[src/rtl/spv_pkg.sv]
// Shared types and constants for the sample playback voice.
// Holds the request/response payload structs, mode and status codes and
// the controller state and command types. No dependencies.
package spv_pkg;

  // Default sizing, handed to the top level parameters
  localparam int SAMPLE_DEPTH_DEF = 65536;
  localparam int FRAC_BITS_DEF    = 16;

  // Fixed field widths
  localparam int SAMPLE_W  = 16;
  localparam int GAIN_W    = 16;
  localparam int GAIN_FRAC = 14;
  localparam int STEP_W    = 24;
  localparam int MIX_W     = 24;

  // Item modes
  typedef logic [1:0] mode_t;
  localparam mode_t MODE_LOAD  = 2'd0;
  localparam mode_t MODE_START = 2'd1;
  localparam mode_t MODE_TICK  = 2'd2;

  // Voice status codes
  typedef logic [1:0] vstat_t;
  localparam vstat_t VS_INACTIVE = 2'd0;
  localparam vstat_t VS_WAITING  = 2'd1;
  localparam vstat_t VS_PLAYING  = 2'd2;

  typedef struct packed {
    mode_t                      mode;
    logic signed [SAMPLE_W-1:0] sample_word;
    logic                       last_word;
    logic signed [GAIN_W-1:0]   gain_in;
    logic [STEP_W-1:0]          step_in;
    logic signed [MIX_W-1:0]    mix_in;
  } req_t;

  typedef struct packed {
    logic signed [MIX_W-1:0] mix_out;
    vstat_t                  voice_status;
  } rsp_t;

  // Controller states
  typedef enum logic [2:0] {
    CS_IDLE,
    CS_DECODE,
    CS_FETCH,
    CS_MUL,
    CS_SCALE,
    CS_SUM,
    CS_EMIT
  } ctl_state_t;

  // Controller to datapath commands
  typedef struct packed {
    logic capture;
    logic decode;
    logic fetch;
    logic mul;
    logic scale;
    logic sum;
    logic emit;
  } ctl_cmd_t;

  // Datapath to controller status
  typedef struct packed {
    logic tick_go;
    logic rsp_free;
  } dp_status_t;

endpackage

[src/rtl/spv_ctrl.sv]
// Controller state machine for the sample playback voice.
// Sequences one item through decode and emit, adding sample fetch, multiply,
// scale and sum steps for a tick of a playing voice. Depends on spv_pkg.
module spv_ctrl
  import spv_pkg::*;
(
  input  logic       clk,
  input  logic       rst,
  input  logic       req_valid,
  output logic       req_stall,
  input  dp_status_t status,
  output ctl_cmd_t   cmd
);

  ctl_state_t state;
  ctl_state_t state_next;

  // State register
  always_ff @(posedge clk) begin
    if (rst) begin
      state <= CS_IDLE;
    end else begin
      state <= state_next;
    end
  end

  // Next state and commands
  always_comb begin
    state_next = state;
    cmd        = '0;
    req_stall  = 1'b1;
    case (state)
      CS_IDLE: begin
        req_stall = 1'b0;
        if (req_valid) begin
          cmd.capture = 1'b1;
          state_next  = CS_DECODE;
        end
      end
      CS_DECODE: begin
        cmd.decode = 1'b1;
        state_next = status.tick_go ? CS_FETCH : CS_EMIT;
      end
      CS_FETCH: begin
        cmd.fetch  = 1'b1;
        state_next = CS_MUL;
      end
      CS_MUL: begin
        cmd.mul    = 1'b1;
        state_next = CS_SCALE;
      end
      CS_SCALE: begin
        cmd.scale  = 1'b1;
        state_next = CS_SUM;
      end
      CS_SUM: begin
        cmd.sum    = 1'b1;
        state_next = CS_EMIT;
      end
      CS_EMIT: begin
        // hold until the response register can take the result
        if (status.rsp_free) begin
          cmd.emit   = 1'b1;
          state_next = CS_IDLE;
        end
      end
      default: begin
        state_next = CS_IDLE;
      end
    endcase
  end

endmodule

[config.mk]
export PLATFORM = sky130hd
export DESIGN_NAME = spv_ctrl
export DESIGN_NICKNAME = d
export VERILOG_FILES = /design/src/rtl/spv_pkg.sv /design/src/rtl/spv_ctrl.sv
export SDC_FILE = /design/constraint.sdc
export NUM_CORES = 1
export LEC_CHECK = 0
export ABC_CLOCK_PERIOD_IN_PS = 3300
export BUFFER_PORTS_ARGS = -buffer_cell sky130_fd_sc_hd__buf_2
export CAP_MARGIN = 20
export CORE_AREA = 4 4 41 43
export CTS_BUF_LIST = sky130_fd_sc_hd__clkbuf_4
export CTS_CLUSTER_DIAMETER = 30
export CTS_CLUSTER_SIZE = 10
export DETAILED_ROUTE_END_ITERATION = 7
export DIE_AREA = 0 0 45 47
export PLACE_DENSITY = 0.35
export RECOVER_POWER = 50
export SLEW_MARGIN = 20
export SYNTH_ARGS = -nofsm -noshare
export SYNTH_HDL_FRONTEND = slang
export SYNTH_SLANG_ARGS = --single-unit
[constraint.sdc]
create_clock -name clk -period 3.3 [get_ports clk]
set_input_delay 0.66 -clock clk [delete_from_list [all_inputs] [get_ports clk]]
set_output_delay 0.66 -clock clk [all_outputs]
set_load 0.005 [all_outputs]
**Yosys cells after proc, flatten, opt, wreduce, memory -nomap -nowiden**

Cells that the tools add are included.

- Eq/ne operators: 8
- Multiplexer cells: 14
- Reduce and logical (&&, ||, !) cells: 2

Operators with widths:

| operator | count |
|---|---|
| one-hot mux 3 bit (7 select lines) | 1 |
| two-way mux 1 bit | 10 |
| == test 3 bit (second input constant) | 3 |
| two-way mux 3 bit | 3 |
| == test 3 x 2 -> 1 bit (second input constant) | 2 |
| != test 2 bit (second input constant) | 2 |
| == test 3 x 1 -> 1 bit (second input constant) | 1 |
| logical NOT 3 bit | 1 |
| AND reduction 2 bit | 1 |

- Bits in registers: 3
- Output and inout bits: 8
- Logic and storage cells: 25

**Longest topological paths before layout**

Gate-level depths: netlist of run 1.

- Depth in word-level cells: 3
- Depth in mapped cells: 4
- Mapped depth without buffers: 3

**Least setup slack after synthesis of run 1**

OpenSTA, ideal clock, no wires.

- Kind: reg2out
- From: register state[2]
- To: output port cmd[6] in the netlist's numbering
- Data arrival time: 906 ps
- Setup slack: 1734 ps
- Stages on the path, launching flop included: 4
- Path buffers: 1
- Cells stage by stage: dfxtp_1 buf_6 or3_4 nor2_2

RTL lines:

| item | line | text |
|---|---|---|
| start: declaration | spv_ctrl.sv:15 | `ctl_state_t state;` |
| start signal: assignment | spv_ctrl.sv:23 | `state <= state_next;` |
| end: declaration | spv_ctrl.sv:12 | `output ctl_cmd_t cmd` |

==> results of run 1 <==
-- kinds of logic (layout without fill, tap and decap cells) --
group	Yosys count	after routing	synth area share [%]
flops	3	3	27.6
compound gates	4	4	16.1
simple gates	16	16	43.7
buf+inv	4	17	12.6
-- path summary, 6_finish.rpt --
check / from / end / slack, ps / depth (start not counted)
min: state[0]$_SDFFE_PP0P_ / state[1]$_SDFFE_PP0P_ / 590 / 2
min reg2reg: state[0]$_SDFFE_PP0P_ / state[1]$_SDFFE_PP0P_ / 590 / 2
max: state[2]$_SDFFE_PP0P_ / cmd[6] / 1400 / 3
max reg2reg: state[1]$_SDFFE_PP0P_ / state[1]$_SDFFE_PP0P_ / 2290 / 3
-- worst max-delay path: stages (launching register included) --
cell     delay, ps
dfxtp_1        390
or3_4          430
nor2_2          80
buf_2          110
-- report_power, final --
| group | internal, W | switching, W |
|---|---|---|
| combinational | 0.0000179 | 0.0000121 |
| sequential | 0.0000404 | 0.00000961 |
| clock | 0.0000535 | 0.0000183 |
| total | 0.000112 | 0.0000401 |
-- area by class of cell --
class | count | share of cell area [%]
Clock buffer | 4 | 10.2
Sequential cell | 3 | 20.3
Timing Repair Buffer | 12 | 19.9
Tap cell | 15 | 6.36
Inverter | 1 | 1.27
Multi-Input combinational cell | 20 | 41.9
-- per-layer routing --
metal,share of wire (%),track usage [%],vias up
li1,-,-,119
met5,0,0,-
met2,40,7.63,9
met3,11,6.13,0
met1,50,7.71,88
met4,0,0,0
-- layout by cell type, fill, tap and decap left out --
| cell type | n |
|---|---|
| clkbuf_4 | 4 |
| nor3b_1 | 2 |
| dfxtp_1 | 3 |
| or3_4 | 1 |
| buf_2 | 11 |
| nand2_1 | 2 |
| inv_1 | 1 |
| o211a_1 | 1 |
| a21oi_1 | 2 |
| nand2b_1 | 4 |
| nor2_1 | 3 |
| and3b_1 | 1 |
| nor3_1 | 2 |
| a2111oi_0 | 1 |
| clkbuf_1 | 1 |
| nor2_2 | 1 |
-- metrics by stage --
stage | hold slack, ps | instances | power [W]
finish | 590 | 55 | 0.000152
global route | 623 | 55 | 0.000163
CTS | 604 | 55 | 0.000158
floorplan | 541 | 27 | 0.0000732
global placement | 581 | 51 | 0.0000823
detailed placement | 591 | 51 | 0.0000835
==> impl_metrics.tcl, run 1 <==
set metrics [dict create \
    placed_area_sq_um 273 \
    rsz0062_at_grt "no" \
    drive_gt1_share_pct 42.5 \
    syn-num-nets 32 \
    max_freq_mhz 527 \
    core_area_sq_um 1300 \
    grt_pass1_wl_microns 897 \
    post-dp-hpwl_microns 387 \
    worstSkewPairLatency_ps 230 \
    numCtsBuffers 3 \
    grt_pass1_vias 194 \
    fin_nets 46 \
    yosys-top-cells-area "dfxtp_1, nand2b_1, a2111oi_2" \
    routed_wl_microns 539 \
    fin_util_pct 22.7 \
    crit_required_ps 2640 \
    clk_path_buf_depth 2 \
    htreeDepth 1 \
    synth_edf_count 0 \
    synth_common_cells "nand2b_1, dfxtp_1, nor2_1" \
    vias 216 \
    top_register "state" \
    rows 13 \
    yosys_most_used_dff "dfxtp_1" \
    cts_sinks 3 \
    fin_tns_setup_ps 0 \
    cap_violations 0 \
    worstPathMaxFanout 11 \
    first_pass_iters 4 \
    post-route-period-util_pct 57.5 \
    p_leak_nw 0.154 \
    port_buffers 12 \
    place_ws_ps 1610 \
    reg_top3 "state: 3 flops" \
    nFillCells 155 \
    syn_area_sq_um 218 \
    drt-initial-drc-count 2 \
    synth_top_area_cell "dfxtp_1" \
    die_x_microns 45 \
    register_area_sq_um 60.1 \
    track_usage_pct 6.08 \
    drc 0 \
    ir_drop_v 0.000272 \
    critical_path_class "reg -> out" \
    synth_area_per_cell_sq_um 8.06 \
    grt_max_degree 12 \
    setup_viol 0 \
    initial_core_util_pct 16.7 \
    yosysUniqueCellTypes 16 \
    slew_headroom_pct 79.5 \
    grt_antenna_before_repair 0 \
    vias_per_cell 3.93 \
    final_area_sq_um 295 \
    yosysWarningCount 0 \
    tightest_slew_ps 300 \
    post_drt_wl_per_cell_microns 9.80 \
    area_growth_pct 35.6 \
    overflow 0 \
    cts-resized-gates 0 \
    pin_count 13 \
    power_density_nw_per_um2 514 \
    postRouteAntennaNets 0 \
    clk_pin_slew_ps 40 \
    gp_congestion 0.640 \
    die_area_sq_um 2120 \
    fp.dieH_microns 47 \
    root_buffer "clkbuf_4" \
    layout_setup_ws_ps 1400 \
    synth_top_area_share_pct 27.6 \
    diodes 0 \
    syn_inst 27 \
    min_path_type "reg -> reg" \
    crit_path_end_kind "output port" \
    hold_viol 0 \
    synth-seq-cells 3 \
    crit_path_start_kind "register" \
    finClkSkew_ps 0.508 \
    synthArstFlopShare_pct 0 \
    cts_tree "yes" \
    yosysSeqAreaShare_pct 27.6 \
    fin_crit_ps 1900 \
    maxSlewViolCount 0 \
    holdBufCountCts 0 \
    synth.most_common_cell "nand2b_1" \
    arrival_ps 1240 \
    outcome "complete, no violations" \
    cts_setup_buffers 0 \
    largest_reg_flops 3 \
    multiInputGateArea_sq_um 124 \
]
Note: power is estimated with default switching activity, not from simulation.
==> inputs of run 2 (changes only) <==
--- a/config.mk
+++ b/config.mk
@@ -5,7 +5,7 @@
 export SDC_FILE = /design/constraint.sdc
 export NUM_CORES = 1
 export LEC_CHECK = 0
-export ABC_CLOCK_PERIOD_IN_PS = 3300
+export ABC_CLOCK_PERIOD_IN_PS = 1900
 export BUFFER_PORTS_ARGS = -buffer_cell sky130_fd_sc_hd__buf_2
 export CAP_MARGIN = 20
 export CORE_AREA = 4 4 41 43
==> constraint.sdc (replaced) <==
create_clock -name clk -period 1.9 [get_ports clk]
set_input_delay 0.38 -clock clk [delete_from_list [all_inputs] [get_ports clk]]
set_output_delay 0.38 -clock clk [all_outputs]
set_load 0.005 [all_outputs]
==> impl_metrics.tcl, run 2 (synthesis results as in run 1) <==
set metrics [dict create \
    top_register "state" \
    routed_wl_microns 493 \
    use_met3_pct 2.68 \
    grt_pass1_vias 207 \
    numCtsBuffers 3 \
    holdBufCountCts 0 \
    register_area_sq_um 60.1 \
    die_area_sq_um 2120 \
    outcome "complete, no violations" \
    finClkSkew_ps 1.41 \
    cap_violations 0 \
    met1_usage_pct 6.33 \
    p_total_w 0.000262 \
    slew_headroom_pct 76.2 \
    diodes 0 \
    fin_crit_ps 1610 \
    cts_sinks 3 \
    postRouteAntennaNets 0 \
    first_pass_iters 1 \
    power_density_nw_per_um2 886 \
    rsz0062_at_grt "no" \
    clk_path_buf_depth 2 \
    rows 13 \
    nFillCells 152 \
    track_usage_pct 5.99 \
    largest_reg_flops 3 \
    fin_nets 46 \
    pin_count 13 \
    post-route-period-util_pct 84.8 \
    vias 211 \
    worstSkewPairLatency_ps 230 \
    fp.dieH_microns 47 \
    grt_antenna_before_repair 0 \
    core_area_sq_um 1300 \
    maxSlewViolCount 0 \
    gp_congestion 0.645 \
    port_buffers 12 \
    crit_path_start_kind "register" \
    cts_setup_buffers 0 \
    initial_core_util_pct 16.7 \
    die_x_microns 45 \
    top_usage_layer "met2" \
    fin_tns_setup_ps 0 \
    drt-initial-drc-count 0 \
    place_ws_ps 515 \
    rrSetupSlack_ps 880 \
    grt_pass1_wl_microns 869 \
    setup_viol 0 \
    cts-resized-gates 0 \
    cts_tree "yes" \
    max_freq_mhz 620 \
    final_common_cell "buf_2" \
    multiInputGateArea_sq_um 124 \
    arrival_ps 1230 \
    overflow 0 \
    min_path_type "in -> reg" \
    layout_common_cells "buf_2, nand2b_1, clkbuf_4, nor2_1, dfxtp_1" \
    htreeDepth 1 \
    vias_per_cell 3.84 \
    worstPathMaxFanout 11 \
    clk_pin_slew_ps 40 \
    layout_setup_ws_ps 288 \
    drc 0 \
    hold_viol 0 \
    crit_path_end_kind "output port" \
    root_buffer "clkbuf_4" \
    p_leak_nw 0.153 \
    critical_path_class "reg -> out" \
    met2_usage_pct 9.04 \
    grt_max_degree 12 \
    tightest_slew_ps 348 \
    drive_gt1_share_pct 42.5 \
    area_growth_pct 35.6 \
    reg_top3 "state: 3 flops" \
    crit_required_ps 1520 \
    ir_drop_v 0.000233 \
    post_drt_wl_per_cell_microns 8.96 \
]
==> run 2: cell count changes in the layout (fill, tap and decap cells not counted) <==
cell	change
buf_2	-1
clkbuf_2	+1
==> run 2: path summary, 6_finish.rpt <==
path	start	endpoint	cells past startpoint
worst max-delay path	state[2]$_SDFFE_PP0P_	cmd[6]	3
worst min-delay path	rst	state[1]$_SDFFE_PP0P_	2
worst max register to register	state[2]$_SDFFE_PP0P_	state[0]$_SDFFE_PP0P_	2
worst min register to register	state[0]$_SDFFE_PP0P_	state[1]$_SDFFE_PP0P_	2
==> run 2: layout make-up <==
type / instances / share of cell area [%]
inverter: 1 / 1.27
clock buffer: 4 / 10.2
sequential: 3 / 20.3
timing repair buffer: 12 / 19.9
multi-input combinational: 20 / 41.9
tap: 15 / 6.36
==> run 2: through the flow <==
step	utilization [%]	cells	hold WS [ps]	cell area, sq um
2_1_floorplan	-	27	449	218
4_1_cts	23.3	55	347	303
6_report	22.7	55	341	295
3_3_place_gp	21.0	51	582	273
3_5_place_dp	21.0	51	596	273
5_1_grt	22.7	55	339	295
==> run 2: per-layer routing <==
layer  up-vias  wire [microns]  share of wire (%)
li1        119               -                  -
met1        85             234                 47
met2         7             211                 43
met3         0              46                9.3
met4         0               0                  0
met5         -               0                  0
==> run 2: where the power goes <==
| part | switching, W | total (W) | internal, W | leakage [nW] |
|---|---|---|---|---|
| combinational | 0.0000208 | 0.0000521 | 0.0000313 | 0.110 |
| sequential | 0.0000161 | 0.0000863 | 0.0000701 | 0.0248 |
| clock | 0.0000304 | 0.000123 | 0.0000927 | 0.0184 |
==> run 2: worst max-delay path: stages, from the launching register on <==
cell,delay (ps)
dfxtp_1,390
or3_4,430
nor2_2,70
buf_2,110
